File: config.mk
export PLATFORM = sky130hd
export DESIGN_NAME = hbf_isqrt
export DESIGN_NICKNAME = d
export VERILOG_FILES = /design/src/sv/harmonic_bond_force_macros.svh /design/src/sv/hbf_pkg.sv /design/src/sv/hbf_isqrt.sv
export SDC_FILE = /design/constraint.sdc
export NUM_CORES = 1
export LEC_CHECK = 0
export BUFFER_PORTS_ARGS = -buffer_cell sky130_fd_sc_hd__buf_2
export CORE_MARGIN = 2
export CORE_UTILIZATION = 55
export CTS_CLUSTER_DIAMETER = 40
export CTS_CLUSTER_SIZE = 12
export DETAILED_ROUTE_END_ITERATION = 16
export PLACE_DENSITY = 0.81
export SYNTH_ARGS = -nofsm -noshare
export SYNTH_HDL_FRONTEND = slang
export SYNTH_SLANG_ARGS = --single-unit
File: constraint.sdc
create_clock -name clk -period 8.4 [get_ports clk]
set_clock_uncertainty 0.1 [all_clocks]
set_input_delay 0 -clock clk [delete_from_list [all_inputs] [get_ports clk]]
set_output_delay 0 -clock clk [all_outputs]
set_load 0.02 [all_outputs]
File: src/sv/harmonic_bond_force_macros.svh
// ----------------------------------------------------------------------------
// Harmonic bond force assertion macros
// Shared concurrent assertion forms for the bond force block.
// ----------------------------------------------------------------------------
`ifndef HARMONIC_BOND_FORCE_MACROS_SVH
`define HARMONIC_BOND_FORCE_MACROS_SVH

// Same-cycle implication, checked out of reset.
`define HBF_ASSERT_NOW(lbl, ante, cons, msg) \
  lbl: assert property (@(posedge clk) disable iff (!rst_n) (ante) |-> (cons)) else $error(msg);

// Next-cycle implication, checked out of reset.
`define HBF_ASSERT_NEXT(lbl, ante, cons, msg) \
  lbl: assert property (@(posedge clk) disable iff (!rst_n) (ante) |=> (cons)) else $error(msg);

`endif

File: src/sv/hbf_pkg.sv
// ----------------------------------------------------------------------------
// hbf_pkg
// Constants, opcodes and fixed-point helpers of the bond force block.
// ----------------------------------------------------------------------------
package hbf_pkg;

  localparam int NUM_ATOMS = 4096;
  localparam int ATOM_AW   = $clog2(NUM_ATOMS);
  localparam int FORCE_W   = 192;

  localparam logic [1:0] OP_BOND  = 2'd0;
  localparam logic [1:0] OP_READ  = 2'd1;
  localparam logic [1:0] OP_CLEAR = 2'd2;

  localparam logic [2:0] REG_BOX_X  = 3'd0;
  localparam logic [2:0] REG_BOX_Y  = 3'd1;
  localparam logic [2:0] REG_BOX_Z  = 3'd2;
  localparam logic [2:0] REG_HALF_X = 3'd3;
  localparam logic [2:0] REG_HALF_Y = 3'd4;
  localparam logic [2:0] REG_HALF_Z = 3'd5;

  localparam logic [63:0] POS_CAP = 64'h7FFF_FFFF_FFFF_FFFF;
  localparam logic [63:0] NEG_CAP = 64'h8000_0000_0000_0000;

  // Unit handshake between the sequencer and an arithmetic unit.
  typedef struct packed {
    logic start;
  } hbf_unit_req_t;

  function automatic logic signed [63:0] sat_add(input logic signed [63:0] a,
                                                 input logic signed [63:0] b);
    logic signed [64:0] s;
    s = {a[63], a} + {b[63], b};
    if (s[64] != s[63]) return s[64] ? $signed(NEG_CAP) : $signed(POS_CAP);
    return s[63:0];
  endfunction

  function automatic logic signed [63:0] signed_from(input logic [63:0] mag,
                                                     input logic neg);
    if (neg) begin
      if (mag >= NEG_CAP) return $signed(NEG_CAP);
      return $signed(64'd0 - mag);
    end
    if (mag > POS_CAP) return $signed(POS_CAP);
    return $signed(mag);
  endfunction

  // Product shifted down by 16, clipped to the signed range of its sign.
  function automatic logic [63:0] shr16_cap(input logic [95:0] p, input logic neg);
    logic [63:0] cap;
    cap = neg ? NEG_CAP : POS_CAP;
    if (p[95:80] != 16'd0) return cap;
    if (p[79:16] > cap) return cap;
    return p[79:16];
  endfunction

  // Quotient clipped to the signed range of its sign.
  function automatic logic [63:0] quot_cap(input logic [95:0] q, input logic neg);
    logic [63:0] cap;
    cap = neg ? NEG_CAP : POS_CAP;
    if (q[95:64] != 32'd0) return cap;
    if (q[63:0] > cap) return cap;
    return q[63:0];
  endfunction

  // Minimum image on one axis, then clip to Q16.16.
  function automatic logic signed [31:0] img_axis(input logic signed [31:0] pa,
                                                  input logic signed [31:0] pb,
                                                  input logic [30:0] len,
                                                  input logic [30:0] half);
    logic signed [33:0] dd;
    logic signed [33:0] h;
    logic signed [33:0] l;
    dd = 34'(pb) - 34'(pa);
    h  = $signed({3'b000, half});
    l  = $signed({3'b000, len});
    if (dd > h) dd = dd - l;
    else if (dd < -h) dd = dd + l;
    if (dd[33:31] != 3'b000 && dd[33:31] != 3'b111)
      return dd[33] ? 32'sh8000_0000 : 32'sh7FFF_FFFF;
    return dd[31:0];
  endfunction

  // Operand order of the six virial terms: xx, yx, yy, zx, zy, zz.
  function automatic logic [1:0] vir_f_idx(input logic [2:0] j);
    case (j)
      3'd0:          return 2'd0;
      3'd1, 3'd2:    return 2'd1;
      default:       return 2'd2;
    endcase
  endfunction

  function automatic logic [1:0] vir_d_idx(input logic [2:0] j);
    case (j)
      3'd2, 3'd4: return 2'd1;
      3'd5:       return 2'd2;
      default:    return 2'd0;
    endcase
  endfunction

endpackage

File: src/sv/hbf_isqrt.sv
// ----------------------------------------------------------------------------
// hbf_isqrt
// Floor square root of a 64-bit value, one result bit per cycle.
// ----------------------------------------------------------------------------
module hbf_isqrt (
  input  logic                   clk,
  input  logic                   rst_n,
  input  hbf_pkg::hbf_unit_req_t req,
  input  logic [63:0]            rad,
  output logic [31:0]            root,
  output logic                   done
);

  logic [5:0]  cnt_r, cnt_nxt;
  logic        done_r, done_nxt;
  logic [63:0] rad_r;
  logic [32:0] rem_r;
  logic [31:0] root_r;
  logic [34:0] rem_sh;
  logic [34:0] trial;

  assign rem_sh = {rem_r, rad_r[63:62]};
  assign trial  = {1'b0, root_r, 2'b01};

  always_comb begin
    cnt_nxt  = cnt_r;
    done_nxt = 1'b0;
    if (cnt_r == 6'd0) begin
      if (req.start) cnt_nxt = 6'd32;
    end else begin
      cnt_nxt = cnt_r - 6'd1;
      if (cnt_r == 6'd1) done_nxt = 1'b1;
    end
  end

  always_ff @(posedge clk) begin
    if (!rst_n) begin
      cnt_r  <= 6'd0;
      done_r <= 1'b0;
    end else begin
      cnt_r  <= cnt_nxt;
      done_r <= done_nxt;
    end
  end

  always_ff @(posedge clk) begin
    if (cnt_r == 6'd0) begin
      if (req.start) begin
        rad_r  <= rad;
        rem_r  <= 33'd0;
        root_r <= 32'd0;
      end
    end else begin
      rad_r <= {rad_r[61:0], 2'b00};
      if (rem_sh >= trial) begin
        rem_r  <= 33'(rem_sh - trial);
        root_r <= {root_r[30:0], 1'b1};
      end else begin
        rem_r  <= rem_sh[32:0];
        root_r <= {root_r[30:0], 1'b0};
      end
    end
  end

  assign root = root_r;
  assign done = done_r;

endmodule

==> impl_metrics.env <==
export IMPL_status="finished, final reports clean"
export IMPL_crit_type="flip-flop to flip-flop"
export IMPL_numCtsBuffers=17
export IMPL_hp_class="input pin to flip-flop"
export IMPL_cts_path_max_buffers=2
export IMPL_die_x_um=123.5
export IMPL_maxSlewViolCount=0
export IMPL_crit_fanout=32
export IMPL_required_ns=8.55
export IMPL_maxCapViolations=0
export IMPL_ys_ff_latch=136
export IMPL_postSynthAreaPerCell_sq_um=9.644
export IMPL_vias=6674
export IMPL_drt_wl_total_um=20150
export IMPL_port_buffers=99
export IMPL_cp_end_kind="flip-flop"
export IMPL_cts_num_sinks=136
export IMPL_finalSetupTns_ns=0
export IMPL_io_pins=100
export IMPL_cp_slowest_cell="a21oi_4"
export IMPL_overflow=0
export IMPL_design_core_area_sq_um=13930
export IMPL_grt_usage_pct=26.81
export IMPL_finalHoldViolCount=0
export IMPL_synth_edf_count=127
export IMPL_root_buffer="clkbuf_16"
export IMPL_synth_seq_area_share_pct=50.88
export IMPL_nets=1057
export IMPL_insertion_delay_ns=0.43
export IMPL_clk_pin_slew_worst_paths_ns=0.07
export IMPL_crit_buf_inv=0
export IMPL_highest_signal_layer="met4"
export IMPL_slew_headroom_pct=20.14
export IMPL_period_share_pct=43.83
export IMPL_ys_async_sr_fraction_pct=0
export IMPL_wire_per_inst_um=17.57
export IMPL_syn_instance_count=814
export IMPL_synth_main_ff_cell="edfxtp_1"
export IMPL_antenna_cells=0
export IMPL_post_cts_repair_setup_buffers=0
export IMPL_dr_wl_met3_um=1092
export IMPL_max_stage_delay_ns=0.94
export IMPL_crit_chain="ha_1 > nand3_1 > nor2_1 > and2_1 > a31o_2 > nor3_4 > a21oi_4 > nand2_1 > o21ai_0"
export IMPL_syn_to_final_growth_pct=22.70
export IMPL_drc=0
export IMPL_final_layout_size_suffix_gt1_share_pct=15.93
export IMPL_arrival_ns=3.83
export IMPL_gp_congestion=0.8916
export IMPL_critPathTopFamily="compound AO/OA/AOI/OAI gates"
export IMPL_die_area_sq_um=15240
export IMPL_netlist_area_sq_um=7850
export IMPL_cts_tree="built"
export IMPL_htree_num_levels=4
export IMPL_wl_met2_um=10340
export IMPL_rows=43
export IMPL_period_minus_slack_ns=3.682
export IMPL_grt_pass1_vias=6512
export IMPL_antenna_left=0
export IMPL_fp_dieH_um=123.5
export IMPL_antenna_found_initial=0
export IMPL_finalSetupViolations=0
export IMPL_ys_warn_count=0
export IMPL_syn_num_nets=917
export IMPL_initial_core_util_pct=56.33
export IMPL_synth_cell_types=62
export IMPL_wl_met1_um=8103
export IMPL_place_hpwl_um=11120
export IMPL_drt_iter0_drc=575
export IMPL_grt_max_degree=85
export IMPL_max_freq_mhz=271.6
export IMPL_tightest_slew_ns=1.195
export IMPL_via_per_inst=5.819
export IMPL_drt_first_pass_iters=5
export IMPL_grt_pass1_wl_um=31420
export IMPL_rsz0062_at_grt="no"
export IMPL_startpoint_type="flip-flop"
worst paths after layout:
| path | start | end | slack, ns | cells past startpoint |
|---|---|---|---|---|
| max reg2reg | rem_r[26] | rem_r[31] | 4.72 | 9 |
| min reg2reg | rad_r[60] | rad_r[62] | 0.41 | 2 |
| min | req | rad_r[0] | 0.23 | 4 |
| max | rem_r[26] | rem_r[31] | 4.72 | 9 |
registers in the layout, summed over array words and instances (netlist names):
register / cells
rem_r: 33
cnt_r: 6
root: 32
done: 1
rad_r: 64
synthesized netlist by cell type, types with 6 or more instances:
| cell type | instances | area share [%] |
|---|---|---|
| nor4_1 | 7 | 0.56 |
| nor2_1 | 72 | 3.4 |
| edfxtp_1 | 127 | 49 |
| xnor2_1 | 18 | 2.0 |
| nor3_1 | 13 | 0.83 |
| o21ai_0 | 20 | 1.3 |
| clkbuf_1 | 29 | 1.4 |
| a21oi_1 | 40 | 2.6 |
| ha_1 | 36 | 5.7 |
| xor2_1 | 12 | 1.3 |
| nand4_1 | 6 | 0.48 |
| a21o_1 | 16 | 1.5 |
| o21bai_1 | 6 | 0.57 |
| a31oi_1 | 6 | 0.48 |
| buf_2 | 8 | 0.51 |
| inv_1 | 42 | 2.0 |
| nand2_1 | 168 | 8.0 |
| and3_1 | 9 | 0.72 |
| nand3_1 | 76 | 4.8 |
| mux2i_1 | 19 | 2.4 |
| dfxtp_1 | 9 | 2.3 |
| buf_6 | 7 | 1.0 |
what timing repair did:
action,CTS,global route
hold endpoints to repair,71,0
hold buffers,65,0
resized for setup,0,0
layer usage:
metal	vias up	global-route usage (%)
met5	-	0
met3	50	5.904
li1	3175	-
met1	3160	31.87
met4	0	11.93
met2	289	46.46
final cells by class:
class                      instances  area [sq um]
clock inverter                    14         186.4
sequential                       136          3994
tap                              180         225.2
clock buffer                      18         429.2
inverter                          42         157.7
fill                            1016          4303
multi-input combinational        589          3463
timing repair buffer             168          1176
cell families (layout without fill, tap and decap cells):
family,after synthesis,in the layout,synth area share [%]
and+or+nand+nor,372,372,21.04
DFF,136,136,50.88
AOI/OAI and AO/OA,132,132,11.41
buffers and inverters,89,242,5.164
adders and majority gates,36,36,5.738
xor gates and xnor gates,30,30,3.347
muxes,19,19,2.423
worst register-to-register path, stage by stage (launching register included):
cell and delay (ns):
edfxtp_1 0.43, ha_1 0.48, nand3_1 0.16, nor2_1 0.29, and2_1 0.21, a31o_2 0.21, nor3_4 0.06, a21oi_4 0.94
nand2_1 0.33, o21ai_0 0.30
per-stage QoR:
step	util [%]	worst slack (ns)	area [sq um]	hold slack (ns)	instances
after CTS	69.12	4.690	9632	0.1945	1147
after global placement	60.03	5.006	8366	0.1346	1050
after detailed placement	60.03	4.812	8366	0.1606	1050
after floorplan	-	3.876	7850	0.01609	814
final	69.12	4.718	9632	0.2288	1147
after global routing	69.12	4.381	9632	0.2545	1147
cells in the final DEF, fill, tap and decap left out, drive strengths merged, types with 16 or more instances in the layout:
cell         instances
nand2              168
edfxtp             127
buf                103
nand3               76
nor2                72
dlygate4sd3         65
inv                 48
a21oi               43
ha                  36
o21ai               25
mux2i               19
xnor2               18
clkbuf              18
a21o                16
Power is left out: the tool's default activity adds up to more than one toggle a clock period on the data nets, which glitch-free logic cannot reach.
