`config.mk`:
```
export PLATFORM = sky130hd
export DESIGN_NAME = hbf_div
export DESIGN_NICKNAME = d
export VERILOG_FILES = /design/src/sv/harmonic_bond_force_macros.svh /design/src/sv/hbf_pkg.sv /design/src/sv/hbf_div.sv
export SDC_FILE = /design/constraint.sdc
export NUM_CORES = 1
export LEC_CHECK = 0
export ABC_CLOCK_PERIOD_IN_PS = 4200
export BUFFER_PORTS_ARGS = -buffer_cell sky130_fd_sc_hd__buf_2
export CAP_MARGIN = 20
export CORE_ASPECT_RATIO = 2
export CORE_UTILIZATION = 37
export DETAILED_ROUTE_END_ITERATION = 6
export PLACE_DENSITY = 0.72
export SLEW_MARGIN = 20
export SYNTH_ARGS = -nofsm -noshare
export SYNTH_HDL_FRONTEND = slang
export SYNTH_SLANG_ARGS = --single-unit
```
`constraint.sdc`:
```
create_clock -name clk -period 4.2 [get_ports clk]
set_clock_uncertainty 0.1 [all_clocks]
set_input_delay 0.63 -clock clk [delete_from_list [all_inputs] [get_ports clk]]
set_output_delay 0.63 -clock clk [all_outputs]
set_load 0.01 [all_outputs]
```
`src/sv/harmonic_bond_force_macros.svh`:
```
// ----------------------------------------------------------------------------
// Harmonic bond force assertion macros
// Shared concurrent assertion forms for the bond force block.
// ----------------------------------------------------------------------------
`ifndef HARMONIC_BOND_FORCE_MACROS_SVH
`define HARMONIC_BOND_FORCE_MACROS_SVH

// Same-cycle implication, checked out of reset.
`define HBF_ASSERT_NOW(lbl, ante, cons, msg) \
  lbl: assert property (@(posedge clk) disable iff (!rst_n) (ante) |-> (cons)) else $error(msg);

// Next-cycle implication, checked out of reset.
`define HBF_ASSERT_NEXT(lbl, ante, cons, msg) \
  lbl: assert property (@(posedge clk) disable iff (!rst_n) (ante) |=> (cons)) else $error(msg);

`endif

```
`src/sv/hbf_pkg.sv`:
```
// ----------------------------------------------------------------------------
// hbf_pkg
// Constants, opcodes and fixed-point helpers of the bond force block.
// ----------------------------------------------------------------------------
package hbf_pkg;

  localparam int NUM_ATOMS = 4096;
  localparam int ATOM_AW   = $clog2(NUM_ATOMS);
  localparam int FORCE_W   = 192;

  localparam logic [1:0] OP_BOND  = 2'd0;
  localparam logic [1:0] OP_READ  = 2'd1;
  localparam logic [1:0] OP_CLEAR = 2'd2;

  localparam logic [2:0] REG_BOX_X  = 3'd0;
  localparam logic [2:0] REG_BOX_Y  = 3'd1;
  localparam logic [2:0] REG_BOX_Z  = 3'd2;
  localparam logic [2:0] REG_HALF_X = 3'd3;
  localparam logic [2:0] REG_HALF_Y = 3'd4;
  localparam logic [2:0] REG_HALF_Z = 3'd5;

  localparam logic [63:0] POS_CAP = 64'h7FFF_FFFF_FFFF_FFFF;
  localparam logic [63:0] NEG_CAP = 64'h8000_0000_0000_0000;

  // Unit handshake between the sequencer and an arithmetic unit.
  typedef struct packed {
    logic start;
  } hbf_unit_req_t;

  function automatic logic signed [63:0] sat_add(input logic signed [63:0] a,
                                                 input logic signed [63:0] b);
    logic signed [64:0] s;
    s = {a[63], a} + {b[63], b};
    if (s[64] != s[63]) return s[64] ? $signed(NEG_CAP) : $signed(POS_CAP);
    return s[63:0];
  endfunction

  function automatic logic signed [63:0] signed_from(input logic [63:0] mag,
                                                     input logic neg);
    if (neg) begin
      if (mag >= NEG_CAP) return $signed(NEG_CAP);
      return $signed(64'd0 - mag);
    end
    if (mag > POS_CAP) return $signed(POS_CAP);
    return $signed(mag);
  endfunction

  // Product shifted down by 16, clipped to the signed range of its sign.
  function automatic logic [63:0] shr16_cap(input logic [95:0] p, input logic neg);
    logic [63:0] cap;
    cap = neg ? NEG_CAP : POS_CAP;
    if (p[95:80] != 16'd0) return cap;
    if (p[79:16] > cap) return cap;
    return p[79:16];
  endfunction

  // Quotient clipped to the signed range of its sign.
  function automatic logic [63:0] quot_cap(input logic [95:0] q, input logic neg);
    logic [63:0] cap;
    cap = neg ? NEG_CAP : POS_CAP;
    if (q[95:64] != 32'd0) return cap;
    if (q[63:0] > cap) return cap;
    return q[63:0];
  endfunction

  // Minimum image on one axis, then clip to Q16.16.
  function automatic logic signed [31:0] img_axis(input logic signed [31:0] pa,
                                                  input logic signed [31:0] pb,
                                                  input logic [30:0] len,
                                                  input logic [30:0] half);
    logic signed [33:0] dd;
    logic signed [33:0] h;
    logic signed [33:0] l;
    dd = 34'(pb) - 34'(pa);
    h  = $signed({3'b000, half});
    l  = $signed({3'b000, len});
    if (dd > h) dd = dd - l;
    else if (dd < -h) dd = dd + l;
    if (dd[33:31] != 3'b000 && dd[33:31] != 3'b111)
      return dd[33] ? 32'sh8000_0000 : 32'sh7FFF_FFFF;
    return dd[31:0];
  endfunction

  // Operand order of the six virial terms: xx, yx, yy, zx, zy, zz.
  function automatic logic [1:0] vir_f_idx(input logic [2:0] j);
    case (j)
      3'd0:          return 2'd0;
      3'd1, 3'd2:    return 2'd1;
      default:       return 2'd2;
    endcase
  endfunction

  function automatic logic [1:0] vir_d_idx(input logic [2:0] j);
    case (j)
      3'd2, 3'd4: return 2'd1;
      3'd5:       return 2'd2;
      default:    return 2'd0;
    endcase
  endfunction

endpackage

```
`src/sv/hbf_div.sv`:
```
// ----------------------------------------------------------------------------
// hbf_div
// Restoring divider, 96-bit dividend by 32-bit divisor, one bit per cycle.
// ----------------------------------------------------------------------------
module hbf_div (
  input  logic                   clk,
  input  logic                   rst_n,
  input  hbf_pkg::hbf_unit_req_t req,
  input  logic [95:0]            dividend,
  input  logic [31:0]            divisor,
  output logic [95:0]            quot,
  output logic                   done
);

  logic [6:0]  cnt_r, cnt_nxt;
  logic        done_r, done_nxt;
  logic [95:0] dvd_r;
  logic [31:0] rem_r;
  logic [31:0] dsr_r;
  logic [32:0] rem_sh;
  logic        q_bit;

  assign rem_sh = {rem_r, dvd_r[95]};
  assign q_bit  = (rem_sh >= {1'b0, dsr_r});

  always_comb begin
    cnt_nxt  = cnt_r;
    done_nxt = 1'b0;
    if (cnt_r == 7'd0) begin
      if (req.start) cnt_nxt = 7'd96;
    end else begin
      cnt_nxt = cnt_r - 7'd1;
      if (cnt_r == 7'd1) done_nxt = 1'b1;
    end
  end

  always_ff @(posedge clk) begin
    if (!rst_n) begin
      cnt_r  <= 7'd0;
      done_r <= 1'b0;
    end else begin
      cnt_r  <= cnt_nxt;
      done_r <= done_nxt;
    end
  end

  always_ff @(posedge clk) begin
    if (cnt_r == 7'd0) begin
      if (req.start) begin
        dvd_r <= dividend;
        dsr_r <= divisor;
        rem_r <= 32'd0;
      end
    end else begin
      dvd_r <= {dvd_r[94:0], q_bit};
      rem_r <= q_bit ? 32'(rem_sh - {1'b0, dsr_r}) : rem_sh[31:0];
    end
  end

  assign quot = dvd_r;
  assign done = done_r;

endmodule

```
==> impl_metrics.toml, run 1 <==
[detailed_routing]
wl_per_cell_um = 16.1
drt_first_pass_iters = 5
drtIter0Drc = 292
drc = 0
wirelength_um = 22200
vias_per_cell = 5.05
vias = 6979
ant_nets = 0

[clocking]
cts-buffers-inserted = 17
cts_max_path_buffers = 2
clockRootBuffer = "clkbuf_16"
cts_hold_buf = 0
clock_latency_ns = 0.44
cts_htree_levels = 4
clk_pin_slew_ns = 0.07
cts_resized = 0
cts_setup_buffers = 0
cts_tree = "done"
clock_sinks = 168

[place]
io_buffers = 227
gp_congestion = 0.898
dp_hpwl_um = 16300

[final_layout]
area_growth_pct = 22.6
antenna_cells = 0
drive_above_1_share_pct = 25.6
fillers = 2152
regArea_mm2 = 0.00496
multi_input_area_mm2 = 0.00344
final_nets = 1253
fin_util_pct = 46.3

[synth]
synth_seq_area_share_pct = 56.6
yosys.area.top_type = "edfxtp_1"
syn_nets = 1038
avgSynthCellArea_um2 = 10.1
synth_ff_type = "edfxtp_1"
netlist_instances = 872
synth_top_area_share_pct = 54.7
synth_seq_cells = 168
synth_edf_count = 160
yosysUniqueCellTypes = 60
ys_warn_count = 0
synth_area_leaders = "edfxtp_1 (55%), nand2_1 (14%), ha_1 (4.8%), mux2i_1 (3.1%), inv_1 (2.1%)"
synthArstFlopShare_pct = 0
synth_area_mm2 = 0.00878

[floorplan]
die_y_um = 220
start_util_pct = 37.8
fp-row-count = 79
core_mm2 = 0.0232
num_io_pins = 228
dieArea_mm2 = 0.0244
chipWidth_um = 111

[run_status]
outcome = "finished clean"

[global_routing]
grt_pass1_wl_um = 34100
grt_pass1_vias = 6926
grt_start_max_net_pins = 130
grt_overflow = 0
antenna_found_initial = 1
track_usage_pct = 18.3

[sta]
tns_ns = 0
grt_setup_unrepaired = "false"
finalHoldViolCount = 0
worst_slew_pin_slew_ns = 1.03
period_needed_ns = 3.65
relSlewSlack_pct = 31.6
setup_viol = 0
max_freq_mhz = 274
fin_crit_sh_pct = 87.0
drv_slew = 0

[critical_path]
cp-startpoint = "rem_r[5]"
r2r-start = "rem_r[5]"
r2r_end = "rem_r[2]"
worstPathRequired_ns = 4.27
endpoint = "rem_r[2]"
critPathMaxFanout = 16
endpoint_kind = "register"
r2r_setup_slack_ns = 0.55
reg2regPathDepth = 11
path_class = "register to register"
start_kind = "register"
arrival_ns = 3.72

[power]
power_density_mw_per_mm2 = 973
p_leak_nw = 5.18
ir_worst_vdd_v = 0.000612

[min_path]
hp-class = "input port to register"

[job]
max_cap_viol_count = 0
[registers in the layout (all words and copies together), names as in the netlist]
signal / flops
cnt_r: 7
rem_r: 32
dsr_r: 32
done: 1
quot: 96
[critical path, cell delays in order, from the launching register on]
cell and delay [ns]:
edfxtp_1 0.41, ha_1 0.39, a21oi_1 0.34, nand2_1 0.12, a211oi_1 0.24, o21ai_1 0.14, a21boi_1 0.30, o211ai_2 0.16
a41oi_4 0.64, buf_12 0.24, mux2i_1 0.24, nor2_1 0.07
[Yosys cell counts, drive strengths merged, types with 4 or more instances]
master  count
nand2     324
edfxtp    160
inv        49
nor2       45
a21oi      36
ha         34
clkbuf     27
mux2i      27
a21o       21
xnor2      18
o21ai      14
buf        10
xor2       10
a211oi      8
dfxtp       8
nand4       8
nand3       6
nor3        6
and3        5
o211ai      5
o21a        5
or3         5
or2         4
[layout by cell type (no fill, tap or decap), types with 6 or more instances in the layout]
cell type	n
nor2_1	44
edfxtp_1	160
dfxtp_1	8
nand4_1	8
xor2_1	10
nand2_1	323
clkbuf_16	17
buf_2	227
a21oi_1	35
o21ai_0	12
a21o_1	18
inv_1	49
xnor2_1	18
a211oi_1	7
ha_1	34
nor3_1	6
mux2i_1	27
nand3_1	6
[worst min-delay path by stage]
| stage | from | endpoint | slack, ns | cells past startpoint |
|---|---|---|---|---|
| detailed placement | cnt_r[6] | cnt_r[6] | 0.37 | 2 |
| floorplan | cnt_r[6] | cnt_r[6] | 0.34 | 2 |
| finish | divisor[13] | dsr_r[13] | 0.26 | 1 |
| global placement | cnt_r[6] | cnt_r[6] | 0.36 | 2 |
| global route | divisor[17] | dsr_r[17] | 0.24 | 1 |
| CTS | divisor[27] | dsr_r[27] | 0.24 | 1 |
[stage by stage]
stage               hold slack [ns]  power, mW  setup WS, ns  cell area, µm²  std cells
finish                        0.263       10.5         0.548           10800       1383
global route                  0.242       11.2         0.242           10800       1383
CTS                           0.237       10.6         0.502           10800       1383
detailed placement            0.371       8.99         0.562           10200       1351
floorplan                     0.344       7.37        0.0446            8780        872
global placement              0.356       8.85         0.680           10200       1351
[cells by family (layout without fill, tap and decap cells)]
logic type / count (synthesis) / count (layout) / share of synthesized area (%)
multiplexers: 27 / 27 / 3.08
AND/OR/NAND/NOR: 411 / 411 / 18.7
AO/OA/AOI/OAI: 117 / 117 / 9.26
flip-flops: 168 / 168 / 56.6
XOR/XNOR: 28 / 28 / 2.79
adder cells (fa/ha/maj): 35 / 35 / 5.07
buffers and inverters: 86 / 314 / 4.50
[where the power goes]
part           internal, mW  switching (mW)
clock                 0.832           0.711
sequential             3.15           0.424
combinational          2.03            3.33
total                  6.01            4.46
[routing by layer]
layer	global-route usage, %	up-vias	routed length (µm)
met3	4.95	50	1190
met4	9.42	2	812
met2	35.5	229	12500
li1	-	3426	-
met1	17.2	3272	7700
met5	0	-	13
[layout make-up]
class	count	area share, %
clock buffer	18	3.99
clock inverter	14	1.29
inverter	49	1.71
multi-input combinational	618	32.0
sequential	168	46.1
tap	283	3.29
timing repair buffer	233	11.6
(Power assumes the default switching activity.)
==> run 2, diff against run 1 <==
--- a/config.mk
+++ b/config.mk
@@ -8,10 +8,10 @@
 export ABC_CLOCK_PERIOD_IN_PS = 4200
 export BUFFER_PORTS_ARGS = -buffer_cell sky130_fd_sc_hd__buf_2
 export CAP_MARGIN = 20
-export CORE_ASPECT_RATIO = 2
+export CORE_ASPECT_RATIO = 0.8
 export CORE_UTILIZATION = 37
 export DETAILED_ROUTE_END_ITERATION = 6
-export PLACE_DENSITY = 0.72
+export PLACE_DENSITY = 0.6
 export SLEW_MARGIN = 20
 export SYNTH_ARGS = -nofsm -noshare
 export SYNTH_HDL_FRONTEND = slang
==> run 2 against run 1 <==
Compared with the run above: sequential power about the same; total power is 0.34% lower; non-clock buffer count up 3; combinational power is 2% lower; hold slack better by 0.010 ns; wire length decreased by 3.4%; maximum frequency increased by 3.3%; via count shrank 2.1%; global-route usage down 0.70 points; clock-buffer cell count rose by 4; largest cell class unchanged.
==> impl_metrics.toml, run 2 (synthesized netlist as in run 1, its figures left out) <==
[run_status]
outcome = "finished clean"

[final_layout]
drive_above_1_share_pct = 25.7
area_growth_pct = 23.2
layout_commonest_cell = "nand2_1"
final_cell_mix = "nand2_1 (323), buf_2 (227), edfxtp_1 (160)"
fillers = 2285
multi_input_area_mm2 = 0.00344
regArea_mm2 = 0.00496
final_nets = 1256
fin_cells = 1416
largest_reg_flops = 96

[detailed_routing]
ant_nets = 0
drtIter0Drc = 427
wl_per_cell_um = 15.2
wirelength_um = 21500
drc = 0
vias = 6829
vias_per_cell = 4.82
drt_first_pass_iters = 5

[place]
gp_congestion = 0.840
placed_cells = 1383
dp_hpwl_um = 14900
place_ws_ns = 0.659
io_buffers = 227

[power]
p_leak_nw = 5.19
power_density_mw_per_mm2 = 964
ir_worst_vdd_v = 0.000445

[sta]
fin_crit_sh_pct = 84.2
relSlewSlack_pct = 39.9
timing.final.ws_setup_ns = 0.663
drv_slew = 0
finalHoldViolCount = 0
setup_viol = 0
tns_ns = 0
worst_slew_pin_slew_ns = 0.902
period_needed_ns = 3.54
grt_setup_unrepaired = "false"
max_freq_mhz = 283

[critical_path]
critPathMaxFanout = 10
endpoint_kind = "register"
path_class = "register to register"
arrival_ns = 3.60
start_kind = "register"
worstPathRequired_ns = 4.26

[clocking]
clockRootBuffer = "clkbuf_16"
clock_sinks = 168
clock_latency_ns = 0.43
cts_hold_buf = 0
cts-buffers-inserted = 17
cts_setup_buffers = 0
cts_resized = 0
cts_max_path_buffers = 2
cts_htree_levels = 4
clk_pin_slew_ns = 0.07
cts_tree = "done"

[floorplan]
core_mm2 = 0.0233
die_y_um = 140
dieArea_mm2 = 0.0243
start_util_pct = 37.6
chipWidth_um = 174
num_io_pins = 228
fp-row-count = 50

[global_routing]
antenna_found_initial = 1
track_usage_pct = 17.6
grt_pass1_wl_um = 33600
grt_pass1_vias = 6436
grt_start_max_net_pins = 73
grt_overflow = 0

[job]
max_cap_viol_count = 0

[min_path]
hp-class = "input port to register"
==> run 2: changes by cell type in the layout (fill, tap and decap cells not counted), sizes merged <==
cell      change
buf           +3
clkinvlp      +1
clkinv        -1
clkbuf        +4
bufinv        +2
inv           -6
diode         +1
==> run 2: layout make-up <==
| cell class | count | area share [%] |
|---|---|---|
| Antenna cell | 1 | 0.0231 |
| Clock inverter | 10 | 1.32 |
| Multi-Input combinational cell | 618 | 31.8 |
| Timing Repair Buffer | 236 | 11.2 |
| Clock buffer | 22 | 4.38 |
| Inverter | 49 | 1.70 |
| Tap cell | 312 | 3.61 |
| Sequential cell | 168 | 45.9 |
==> run 2: through the flow <==
step / hold slack (ns) / power [mW] / cell area, µm² / utilization (%)
3_5_place_dp: 0.370 / 8.83 / 10200 / 43.7
4_1_cts: 0.246 / 10.5 / 10800 / 46.4
6_report: 0.273 / 10.4 / 10800 / 46.4
3_3_place_gp: 0.356 / 8.73 / 10200 / 43.7
5_1_grt: 0.254 / 11.3 / 10800 / 46.4
2_1_floorplan: 0.344 / 7.37 / 8780 / -
==> run 2: final timing paths <==
check | cells past startpoint | start | slack (ns) | end
min reg2reg | 2 | cnt_r[6] | 0.38 | cnt_r[6]
max | 11 | rem_r[5] | 0.66 | rem_r[14]
min | 1 | divisor[4] | 0.27 | dsr_r[4]
max reg2reg | 11 | rem_r[5] | 0.66 | rem_r[14]
==> run 2: critical path, stage by stage (launching register included) <==
cell	delay [ns]
edfxtp_1	0.40
ha_1	0.39
a21oi_1	0.33
nand2_1	0.12
a211oi_1	0.24
o21ai_1	0.14
a21boi_1	0.30
o211ai_2	0.16
a41oi_4	0.50
buf_4	0.31
mux2i_1	0.21
nor2_1	0.06
==> run 2: power by group <==
part | switching [mW] | internal, mW
Sequential | 0.393 | 3.15
Clock | 0.681 | 0.987
Combinational | 3.24 | 1.99
Total | 4.31 | 6.12
==> run 2: routing by layer <==
layer	up-vias	routed length (µm)	GRT usage, %
met5	-	0	0
met3	19	1370	5.36
li1	3432	-	-
met4	0	300	4.94
met1	3192	10400	24.5
met2	186	9440	26.2
